$ cat src/sprf_pkg.sv
// shared types, field widths and codes for the sorted page run finder
// no dependencies; imported by sprf_cell, sorted_page_contiguous_run_finder and the testbench
package sprf_pkg;

    // default sizing
    localparam int CAPACITY_DEF         = 128;
    localparam int PAGE_NUMBER_BITS_DEF = 20;

    // port field widths
    localparam int ACTION_W  = 2;
    localparam int PAGE_W    = 20;
    localparam int STATUS_W  = 3;
    localparam int POS_W     = 7;
    localparam int COUNT_W   = 8;
    localparam int RUN_LEN_W = 8;

    // action codes
    localparam logic [ACTION_W-1:0] ACT_CLEAR  = 2'd0;
    localparam logic [ACTION_W-1:0] ACT_INSERT = 2'd1;
    localparam logic [ACTION_W-1:0] ACT_FIND   = 2'd2;

    // status codes
    localparam logic [STATUS_W-1:0] STAT_INSERTED = 3'd0;
    localparam logic [STATUS_W-1:0] STAT_FULL     = 3'd1;
    localparam logic [STATUS_W-1:0] STAT_CLEARED  = 3'd2;
    localparam logic [STATUS_W-1:0] STAT_FOUND    = 3'd3;
    localparam logic [STATUS_W-1:0] STAT_NORUN    = 3'd4;

    typedef enum logic [1:0] {
        ST_IDLE,
        ST_SCAN,
        ST_DONE
    } state_t;

    // broadcast from the controller to every cell
    typedef struct packed {
        logic                 insert_en;
        logic [RUN_LEN_W-1:0] run_length;
    } cell_ctl_t;

endpackage

$ cat src/sprf_cell.sv
// one cell of the sorted page chain: holds one page, shifts on insert,
// and extends the run-search packet that travels one cell per cycle; uses sprf_pkg
module sprf_cell #(
    parameter int INDEX     = 0,
    parameter int PAGE_BITS = sprf_pkg::PAGE_NUMBER_BITS_DEF,
    parameter int CNT_W     = $clog2(sprf_pkg::CAPACITY_DEF + 1),
    parameter int IDX_W     = $clog2(sprf_pkg::CAPACITY_DEF)
) (
    input  logic                  clk,
    input  logic                  rst_n,
    input  sprf_pkg::cell_ctl_t   ctl,
    input  logic [CNT_W-1:0]      count,
    input  logic [PAGE_BITS-1:0]  ins_page,
    input  logic [PAGE_BITS-1:0]  left_page,
    input  logic                  left_gt,
    output logic [PAGE_BITS-1:0]  page,
    output logic                  gt,
    input  logic                  scan_found_in,
    input  logic [CNT_W-1:0]      scan_len_in,
    input  logic [IDX_W-1:0]      scan_start_in,
    input  logic [PAGE_BITS-1:0]  scan_page_in,
    output logic                  scan_found_out,
    output logic [CNT_W-1:0]      scan_len_out,
    output logic [IDX_W-1:0]      scan_start_out,
    output logic [PAGE_BITS-1:0]  scan_page_out
);
    import sprf_pkg::*;

    localparam int               CMP_W    = (CNT_W > RUN_LEN_W) ? CNT_W : RUN_LEN_W;
    localparam logic [CNT_W-1:0] MY_CNT   = CNT_W'(INDEX);
    localparam logic [IDX_W-1:0] MY_IDX   = IDX_W'(INDEX);
    localparam bit               HAS_LEFT = (INDEX > 0);

    logic [PAGE_BITS-1:0] page_reg, page_next;
    logic                 found_reg, found_next;
    logic [CNT_W-1:0]     len_reg, len_next;
    logic [IDX_W-1:0]     start_reg, start_next;
    logic [PAGE_BITS-1:0] spage_reg, spage_next;

    logic                 occupied;
    logic                 at_end;
    logic                 adj;
    logic [PAGE_BITS:0]   left_succ;

    assign occupied  = (MY_CNT < count);
    assign at_end    = (MY_CNT == count);
    assign gt        = occupied && (page_reg > ins_page);
    assign page      = page_reg;
    // left neighbor plus one, no wrap past the top page
    assign left_succ = {1'b0, left_page} + {{PAGE_BITS{1'b0}}, 1'b1};
    assign adj       = HAS_LEFT && (left_succ == {1'b0, page_reg});

    // sorted insert: larger entries move right, the new page lands at the gap
    always_comb
    begin
        page_next = page_reg;
        if (ctl.insert_en)
        begin
            if (left_gt)
                page_next = left_page;
            else if (gt || at_end)
                page_next = ins_page;
        end
    end

    // run search step
    always_comb
    begin
        found_next = scan_found_in;
        len_next   = scan_len_in;
        start_next = scan_start_in;
        spage_next = scan_page_in;
        if (!scan_found_in && occupied)
        begin
            if (adj)
            begin
                len_next = scan_len_in + CNT_W'(1);
            end
            else
            begin
                len_next   = CNT_W'(1);
                start_next = MY_IDX;
                spage_next = page_reg;
            end
            found_next = (CMP_W'(len_next) >= CMP_W'(ctl.run_length));
        end
    end

    always_ff @(posedge clk)
    begin
        page_reg  <= page_next;
        len_reg   <= len_next;
        start_reg <= start_next;
        spage_reg <= spage_next;
    end

    always_ff @(posedge clk or negedge rst_n)
    begin
        if (!rst_n)
            found_reg <= 1'b0;
        else
            found_reg <= found_next;
    end

    assign scan_found_out = found_reg;
    assign scan_len_out   = len_reg;
    assign scan_start_out = start_reg;
    assign scan_page_out  = spage_reg;

endmodule

$ cat config.mk
export PLATFORM = sky130hd
export DESIGN_NAME = sprf_cell
export DESIGN_NICKNAME = d
export VERILOG_FILES = /design/src/sprf_pkg.sv /design/src/sprf_cell.sv
export SDC_FILE = /design/constraint.sdc
export NUM_CORES = 1
export LEC_CHECK = 0
export BUFFER_PORTS_ARGS = -buffer_cell sky130_fd_sc_hd__buf_2
export CAP_MARGIN = 20
export CORE_UTILIZATION = 46
export DETAILED_ROUTE_END_ITERATION = 12
export GPL_TIMING_DRIVEN = 1
export PLACE_DENSITY_LB_ADDON = 0.12
export SLEW_MARGIN = 20
export SYNTH_ARGS = -nofsm -noshare
export SYNTH_HDL_FRONTEND = slang
export SYNTH_SLANG_ARGS = --single-unit
$ cat constraint.sdc
create_clock -name clk -period 5.7 [get_ports clk]
set_clock_uncertainty 0.2 [all_clocks]
set_input_delay 0.285 -clock clk [delete_from_list [all_inputs] [get_ports clk]]
set_output_delay 0.285 -clock clk [all_outputs]
set_load 0.05 [all_outputs]
==> PnR_summary.wiki, run 1 <==
{| class="wikitable"
! Metric !! Value
|-
| Via-per-instance ratio || 4.725
|-
| Final Cycle Share || approximately half
|-
| Global route overflow || 0
|-
| Clock latency of the later-clocked register in the worst-skew pair || 0.30 ns
|-
| Antenna Diode Count || 0
|-
| Layout-stage area growth over the synthesis result || 50.05%
|-
| Clock Tree Root || clkbuf_8
|-
| Final Net Count || between 500 and 600
|-
| Total negative slack || 0 ns
|-
| Average instance area after synthesis || around 12 sq um
|-
| Critical Path AT || between 2 and 3 ns
|-
| Final wirelength || 6090 microns
|-
| Detailed placer's ending HPWL || ~4300 microns
|-
| Outcome || completed
|-
| Max-slew violation count || 0
|-
| Antenna violations before repair || 0
|-
| Leakage power || 1.917 nW
|-
| Maximum vdd ir drop || about 130 uV
|-
| Clock input transition at the sequential cells of the worst setup and hold paths || ~0.1 ns
|-
| Max Fanout on Critical Path || 20
|-
| Starting utilization of the core area || between 40% and 50%
|-
| Vert. Die Dim || 76.16 microns
|-
| Total of max-cap violations || 0
|-
| Sequential element share of the synthesized area || between 50% and 60%
|-
| Worst slew margin relative to its limit || roughly 48%
|-
| Classification of the worst setup path || reg2reg
|-
| Via count of the first global-routing pass || 2170
|-
| Number of synthesis warnings || 0
|-
| Routed via count || around 2.3k
|-
| Largest net degree at the start of global routing || 41
|-
| Length of the first detailed-routing pass in iterations || 4
|-
| Crit path time final || 2.873 ns
|-
| Critical path required time || around 5.4 ns
|-
| Tightest Pin Transition || 0.7811 ns
|-
| CTS HTree Levels || 2
|-
| Final count of hold timing violations || 0
|-
| Share of the synthesized area in the top cell type || 27.70%
|-
| Clock tree from TritonCTS || done
|-
| Max Fclk || 348.1 MHz
|-
| Number of CTS-inserted buffers || 5
|-
| Hold Crit Class || in2reg
|-
| Critical path launch point type || flip-flop
|-
| Placeable core region || 5205 sq um
|-
| CTS Hold Bufs || 35
|-
| CTS sink count || between 50 and 60
|-
| Total DRC errors in the routed layout || 0
|-
| Gr usage total || between 20% and 30%
|-
| Summed instance area of the synthesized netlist || 2530 sq um
|-
| Number of fillers in the final layout || between 400 and 500
|-
| Leading area contributor after synthesis || dfxtp_1
|-
| Remaining number of nets flagged by the antenna check after routing || 0
|-
| Wire length of the first global-routing pass || 9722 microns
|-
| Final Total Pwr || approximately 960 uW
|-
| Top Ports || ~150
|-
| Number of distinct library cells after synthesis || 28
|-
| Weighted congestion at the end of routability-driven global placement || 0.7079
|-
| Total of cells resized after clock tree synthesis || 0
|-
| Ratio of cells with drive above 1 in the final layout || between 40% and 50%
|-
| Initial detailed-routing violation count || 67
|-
| Most area-consuming cells after synthesis || dfxtp_1 (28%), edfxtp_1 (24%), ha_1 (9.9%)
|-
| Max Buffers Root-to-Sink || 2
|-
| Per-cell routed wire length || between 10 and 15 microns
|-
| Synthesized net count || 335
|-
| Num rows || 26
|-
| Final setup vio count || 0
|-
| I/O Buffers || approximately 150
|-
| Power density over the cells || 251.9 nW/um^2
|-
| Number of cells produced by synthesis || 219
|-
| Unrepaired setup endpoints after global routing || false
|-
| Synthesized flop and latch total || 56
|-
| Number of setup buffers added after CTS || 0
|-
| Width of the die || approximately 76 microns
|-
| Critical Path Sink Type || flip-flop
|-
| Die area || ~5800 sq um
|}
-- per-layer routing --
metal	GRT usage, %	part of all wire [%]	vias to the layer above
met5	0	0	-
met3	5.868	7.1	13
met2	38.73	50	101
met1	23.24	41	1007
met4	8.077	2.4	0
li1	-	-	1133
-- placed cells by master (no fill, tap or decap) --
master / instances
buf_2: 151
dlygate4sd3_1: 35
dfxtp_1: 35
nand2_1: 25
inv_1: 22
o21ai_0: 20
ha_1: 20
edfxtp_1: 20
mux2_4: 15
nor2b_1: 14
a21oi_1: 8
mux2_2: 6
a21o_1: 5
clkbuf_8: 5
nand4_1: 4
nor4_2: 3
nand3_1: 3
a21oi_4: 1
nand4_2: 1
a211oi_1: 1
a2111oi_1: 1
a2111oi_2: 1
nor2_1: 1
a41oi_4: 1
nor4_1: 1
nor3_1: 1
a31o_2: 1
or2_1: 1
clkinv_4: 1
inv_4: 1
clkbuf_1: 1
buf_4: 1
dfrtp_1: 1
-- cell usage after synthesis --
cell	instances
a31o_2	1
dfxtp_1	35
nand4_1	4
mux2_4	15
a21oi_1	8
inv_1	22
nor3_1	1
a2111oi_1	1
edfxtp_1	20
a211oi_1	1
nor2b_1	14
nor4_2	3
or2_1	1
dfrtp_1	1
ha_1	20
nor2_1	1
nand4_2	1
buf_6	2
nand2_1	25
a21o_1	5
nand3_1	3
mux2_2	6
a21oi_2	1
nor4_1	1
clkbuf_1	5
o21ai_0	20
a2111oi_2	1
a41oi_2	1
-- cell type report --
class | count | area, sq um | share of cell area (%)
multi-input cells | 134 | 1099 | 28.94
flip-flops and latches | 56 | 1326 | 34.94
well taps | 70 | 87.58 | 2.307
clock buffers | 6 | 72.57 | 1.912
clock inverters | 2 | 15.01 | 0.3955
inverters | 22 | 82.58 | 2.175
repair buffers | 187 | 1114 | 29.33
-- final timing paths --
kind	start	endpoint	slack [ns]	cells past startpoint
max in group asynchronous	rst_n	scan_found_out	5.15	2
worst min register to register	page[13]	scan_page_out[13]	0.34	1
worst max register to register	page[19]	page[11]	2.83	5
worst min-delay path	scan_start_in[0]	scan_start_out[0]	0.009	2
worst max-delay path	page[19]	page[11]	2.83	5
min in group asynchronous	rst_n	scan_found_out	0.07	2
-- worst max-delay path, cell delays in order (launching register included) --
cell and delay [ns]:
edfxtp_1 0.43, ha_1 0.35, nand4_2 0.18, a2111oi_1 0.51, a2111oi_2 0.13, a41oi_4 0.71
-- kinds of logic (layout without fill, tap and decap cells) --
logic type               count (synthesis)  in the layout  synth area share (%)
AO/OA/AOI/OAI                           39             39                 9.645
multiplexers                            21             21                 11.57
AND/OR/NAND/NOR                         54             54                 11.57
flip-flops                              56             56                 52.42
buffers and inverters                   29            217                 4.896
adder cells (fa/ha/maj)                 20             20                 9.891
-- through the flow --
step,worst slack [ns],area [sq um],cells,hold WS [ns],util [%]
after floorplan,2.695,2530,219,-0.2106,-
final,2.827,3796,477,0.008822,72.93
after global routing,2.592,3796,477,0.002795,72.93
after CTS,2.759,3796,477,0.004337,72.93
after global placement,2.520,3347,434,-0.1402,64.30
after detailed placement,2.778,3358,434,-0.1373,64.52
-- report_power, final --
group	switching, mW	total, mW	internal, mW	leakage, nW
sequential	0.0127	0.461	0.448	0.498
clock	0.127	0.216	0.0881	0.0457
combinational	0.178	0.280	0.102	1.37
(Power assumes the default switching activity.)
==> inputs of run 2 (changes only) <==
- ABC_AREA: unset -> 1
- CORE_UTILIZATION: 46 -> 43
- clock period: 5.7 -> 3 ns (I/O delays scaled with it)
==> run 2 against run 1 <==
- cell area grew 10%
- core utilization grew 1.4 points
- worst setup slack lost 2.3 ns
- clock-buffer cell count grew 2
- die area grew 8.9%
- sequential share of layout area shrank 3.3 points
- final cell count grew 25%
- critical path depth grew 5
- critical endpoint is now gt
- largest power group unchanged
==> PnR_summary.wiki, run 2 <==
{| class="wikitable"
! Metric !! Value
|-
| Classification of the worst setup path || reg2out (was reg2reg)
|-
| Remaining number of nets flagged by the antenna check after routing || 0 (unchanged)
|-
| I/O Buffers || 151 (unchanged)
|-
| Total of cells resized after clock tree synthesis || 0 (unchanged)
|-
| End-of-flow core utilization || 74.30% (was 72.93%)
|-
| Starting utilization of the core area || 45.75% (was 48.61%)
|-
| Clock Tree Root || clkbuf_8 (unchanged)
|-
| Power density over the cells || 466.3 nW/um^2 (was 251.9 nW/um^2)
|-
| Leading area contributor after synthesis || dfxtp_1 (unchanged)
|-
| Antenna violations before repair || 0 (unchanged)
|-
| Fraction of synthesis flops using an asynchronous set or reset pin || 1.786% (unchanged)
|-
| Power share of the sequential group || 44.7% (was 48.2%)
|-
| Final Total Pwr || 1.955 mW (was 956.1 uW)
|-
| Clock tree from TritonCTS || done (unchanged)
|-
| Top Ports || 153 (unchanged)
|-
| Tightest Pin Transition || 0.6503 ns (was 0.7811 ns)
|-
| Multi-input gate area || 1008 sq um (was 1099 sq um)
|-
| Adder-cell share of the synthesized area || 9.695% (was 9.891%)
|-
| Max Fanout on Critical Path || 3 (was 20)
|-
| Length of the first detailed-routing pass in iterations || 4 (unchanged)
|-
| Clock input transition at the sequential cells of the worst setup and hold paths || 0.09 ns (was 0.10 ns)
|-
| Most frequent cells in the layout || buf_2 (151), nand2_1 (107), dlygate4sd3_1 (69) (was buf_2 (151), dlygate4sd3_1 (35), dfxtp_1 (35))
|-
| Area share of xor/xnor cells in the synthesized design || 0% (unchanged)
|-
| Ratio of cells with drive above 1 in the final layout || 33.65% (was 46.19%)
|-
| Sw Share || 32.35% (was 33.31%)
|-
| Detailed placer's ending HPWL || 4624 microns (was 4302 microns)
|-
| Share of the synthesized area in the top cell type || 27.14% (was 27.70%)
|-
| Via-per-instance ratio || 4.530 (was 4.725)
|-
| Num rows || 27 (was 26)
|-
| Number of CTS-inserted buffers || 5 (unchanged)
|-
| Critical path required time || 2.65 ns (was 5.44 ns)
|-
| Cell types with the highest counts after synthesis || nand2_1 (107), inv_1 (47), dfxtp_1 (35) (was dfxtp_1 (35), nand2_1 (25), inv_1 (22))
|-
| Synthesized flop and latch total || 56 (unchanged)
|-
| Antenna Diode Count || 0 (unchanged)
|-
| Dominant combinational cell family by area after synthesis || simple AND/OR/NAND/NOR gates (unchanged)
|-
| Final wirelength || 7165 microns (was 6090 microns)
|-
| Max Fclk || approximately 400 MHz
|-
| Max-slew violation count || 0 (unchanged)
|-
| Critical path launch point type || flip-flop (unchanged)
|-
| Clock latency of the later-clocked register in the worst-skew pair || 0.31 ns (was 0.30 ns)
|-
| Number of enable flip-flop cells after synthesis || 20 (unchanged)
|-
| Area occupied by registers || 1326 sq um (unchanged)
|-
| Routed via count || 2709 (was 2254)
|-
| Initial detailed-routing violation count || 52 (was 67)
|-
| Worst slew margin relative to its limit || 56.65% (was 47.76%)
|-
| Number of synthesis warnings || 0 (unchanged)
|-
| Leading cell type in the layout, fill and taps excluded || buf_2 (unchanged)
|-
| Clock Power Share || 25.9% (was 22.5%)
|-
| Sequential element share of the synthesized area || 51.38% (was 52.42%)
|-
| Largest net degree at the start of global routing || 41 (unchanged)
|-
| Placeable core region || 5642 sq um (was 5205 sq um)
|-
| Final Cycle Share || between 80% and 90%
|-
| Multiplexer area fraction after synthesis || 0.4363% (was 11.57%)
|-
| Main flop type after synthesis || dfxtp_1 (unchanged)
|-
| Final setup vio count || 0 (unchanged)
|-
| Total negative slack || 0 ns (unchanged)
|-
| Per-cell routed wire length || 11.98 microns (was 12.77 microns)
|-
| Layout-stage area growth over the synthesis result || 62.38% (was 50.05%)
|-
| Most instantiated library cell after synthesis || nand2_1 (was dfxtp_1)
|-
| Critical Path Sink Type || primary output (was flip-flop)
|-
| Crit path time final || about 2.5 ns
|-
| CTS sink count || 56 (unchanged)
|-
| Total DRC errors in the routed layout || 0 (unchanged)
|-
| Final Net Count || 641 (was 522)
|-
| Final count of hold timing violations || 0 (unchanged)
|-
| Width of the die || 79.48 microns (was 76.16 microns)
|-
| Vert. Die Dim || 79.48 microns (was 76.16 microns)
|-
| Number of cells produced by synthesis || 305 (was 219)
|-
| Via count of the first global-routing pass || 2838 (was 2170)
|-
| Synth Area in Simple Gates || 22.88% (was 11.57%)
|-
| CTS HTree Levels || 2 (unchanged)
|-
| Global route overflow || 0 (unchanged)
|-
| Total of max-cap violations || 0 (unchanged)
|-
| Cell internal power dissipation || 1.322 mW (was 637.7 uW)
|-
| Leakage power || 2.284 nW (was 1.917 nW)
|-
| Hold Slack || 0.006050 ns (was 0.008822 ns)
|-
| Wire length of the first global-routing pass || 11790 microns (was 9722 microns)
|-
| Share of the synthesized area in compound gates (AO/OA/AOI/OAI) || 6.059% (was 9.644%)
|-
| Number of fillers in the final layout || 455 (was 413)
|-
| Die area || 6317 sq um (was 5800 sq um)
|-
| Maximum vdd ir drop || 233.8 uV (was 127.2 uV)
|-
| Summed instance area of the synthesized netlist || 2581 sq um (was 2530 sq um)
|-
| Number of distinct library cells after synthesis || 25 (was 28)
|-
| Net switching power || 632.3 uW (was 318.4 uW)
|-
| Synthesized net count || 421 (was 335)
|-
| Gr usage total || 24.28% (was 21.19%)
|-
| Outcome || completed (unchanged)
|-
| Critical Path AT || 2.14 ns (was 2.61 ns)
|-
| Unrepaired setup endpoints after global routing || false (unchanged)
|-
| Max Buffers Root-to-Sink || 2 (unchanged)
|-
| Hold Crit Class || in2reg (unchanged)
|-
| Logic gate share of total power || 29.3% (about the same)
|-
| Weighted congestion at the end of routability-driven global placement || 0.7750 (was 0.7079)
|-
| Most area-consuming cells after synthesis || dfxtp_1 (27%), edfxtp_1 (23%), nand2_1 (16%) (was dfxtp_1 (28%), edfxtp_1 (24%), ha_1 (9.9%))
|-
| Average instance area after synthesis || 8.463 sq um (was 11.55 sq um)
|}
[run 2: power by group through the flow]
stage	Clock [mW]	Sequential [mW]	Combinational [mW]
3_5_place_dp	0	0.891	0.495
3_3_place_gp	0	0.889	0.488
4_1_cts	0.518	0.874	0.570
5_1_grt	0.550	0.881	0.623
6_report	0.507	0.875	0.573
2_1_floorplan	0	1.09	0.146
[run 2: logic make-up (layout without fill, tap and decap cells)]
kind of cell,count (synthesis),count (layout)
AOI/OAI and AO/OA,30,30
DFF,56,56
adders and majority gates,20,20
and+or+nand+nor,141,141
buffers and inverters,57,278
muxes,1,1
[run 2: metrics by stage]
step | area [sq um] | setup slack, ns | instances
floorplan | 2581 | 0.2057 | 305
global placement | 3378 | 0.7544 | 521
detailed placement | 3378 | 0.7274 | 521
CTS | 4192 | 0.5227 | 598
global route | 4192 | 0.3193 | 598
finish | 4192 | 0.5052 | 598
[run 2: worst paths after layout]
check / cells after the start / slack, ns / end / start
worst max-delay path: 10 / 0.51 / gt / page[19]
worst min-delay path: 3 / 0.006 / page[18] / ins_page[18]
worst max register to register: 10 / 0.73 / page[7] / page[19]
worst min register to register: 2 / 0.31 / scan_page_out[18] / page[18]
max in group asynchronous: 3 / 2.02 / scan_found_out / rst_n
min in group asynchronous: 3 / 0.48 / scan_found_out / rst_n
[run 2: layout make-up]
cell class	count	area share, %
clock buffer	8	2.925
inverter	48	4.358
multi-input combinational	192	24.06
sequential	56	31.64
tap	72	2.149
timing repair buffer	222	34.87
[run 2: layer usage]
metal	vias up	part of all wire, %	track usage, %
li1	1378	-	-
met1	1202	40	23.75
met2	114	51	48.38
met3	15	6.5	5.143
met4	0	2.5	9.636
met5	-	0	0
[run 2: critical path, cell delays in order, from the launching register on]
cell and delay (ns):
edfxtp_1 0.43, ha_1 0.32, nand2_1 0.07, nor2_1 0.14
nand2_1 0.10, nor2_2 0.12, nand2_1 0.06, nand3_1 0.08
nand2_1 0.07, nor2_1 0.15, buf_2 0.29
[run 2: what timing repair did]
item	CTS	global route
endpoints found under the hold margin	57	0
setup buffers	0	0
hold buffers	69	0
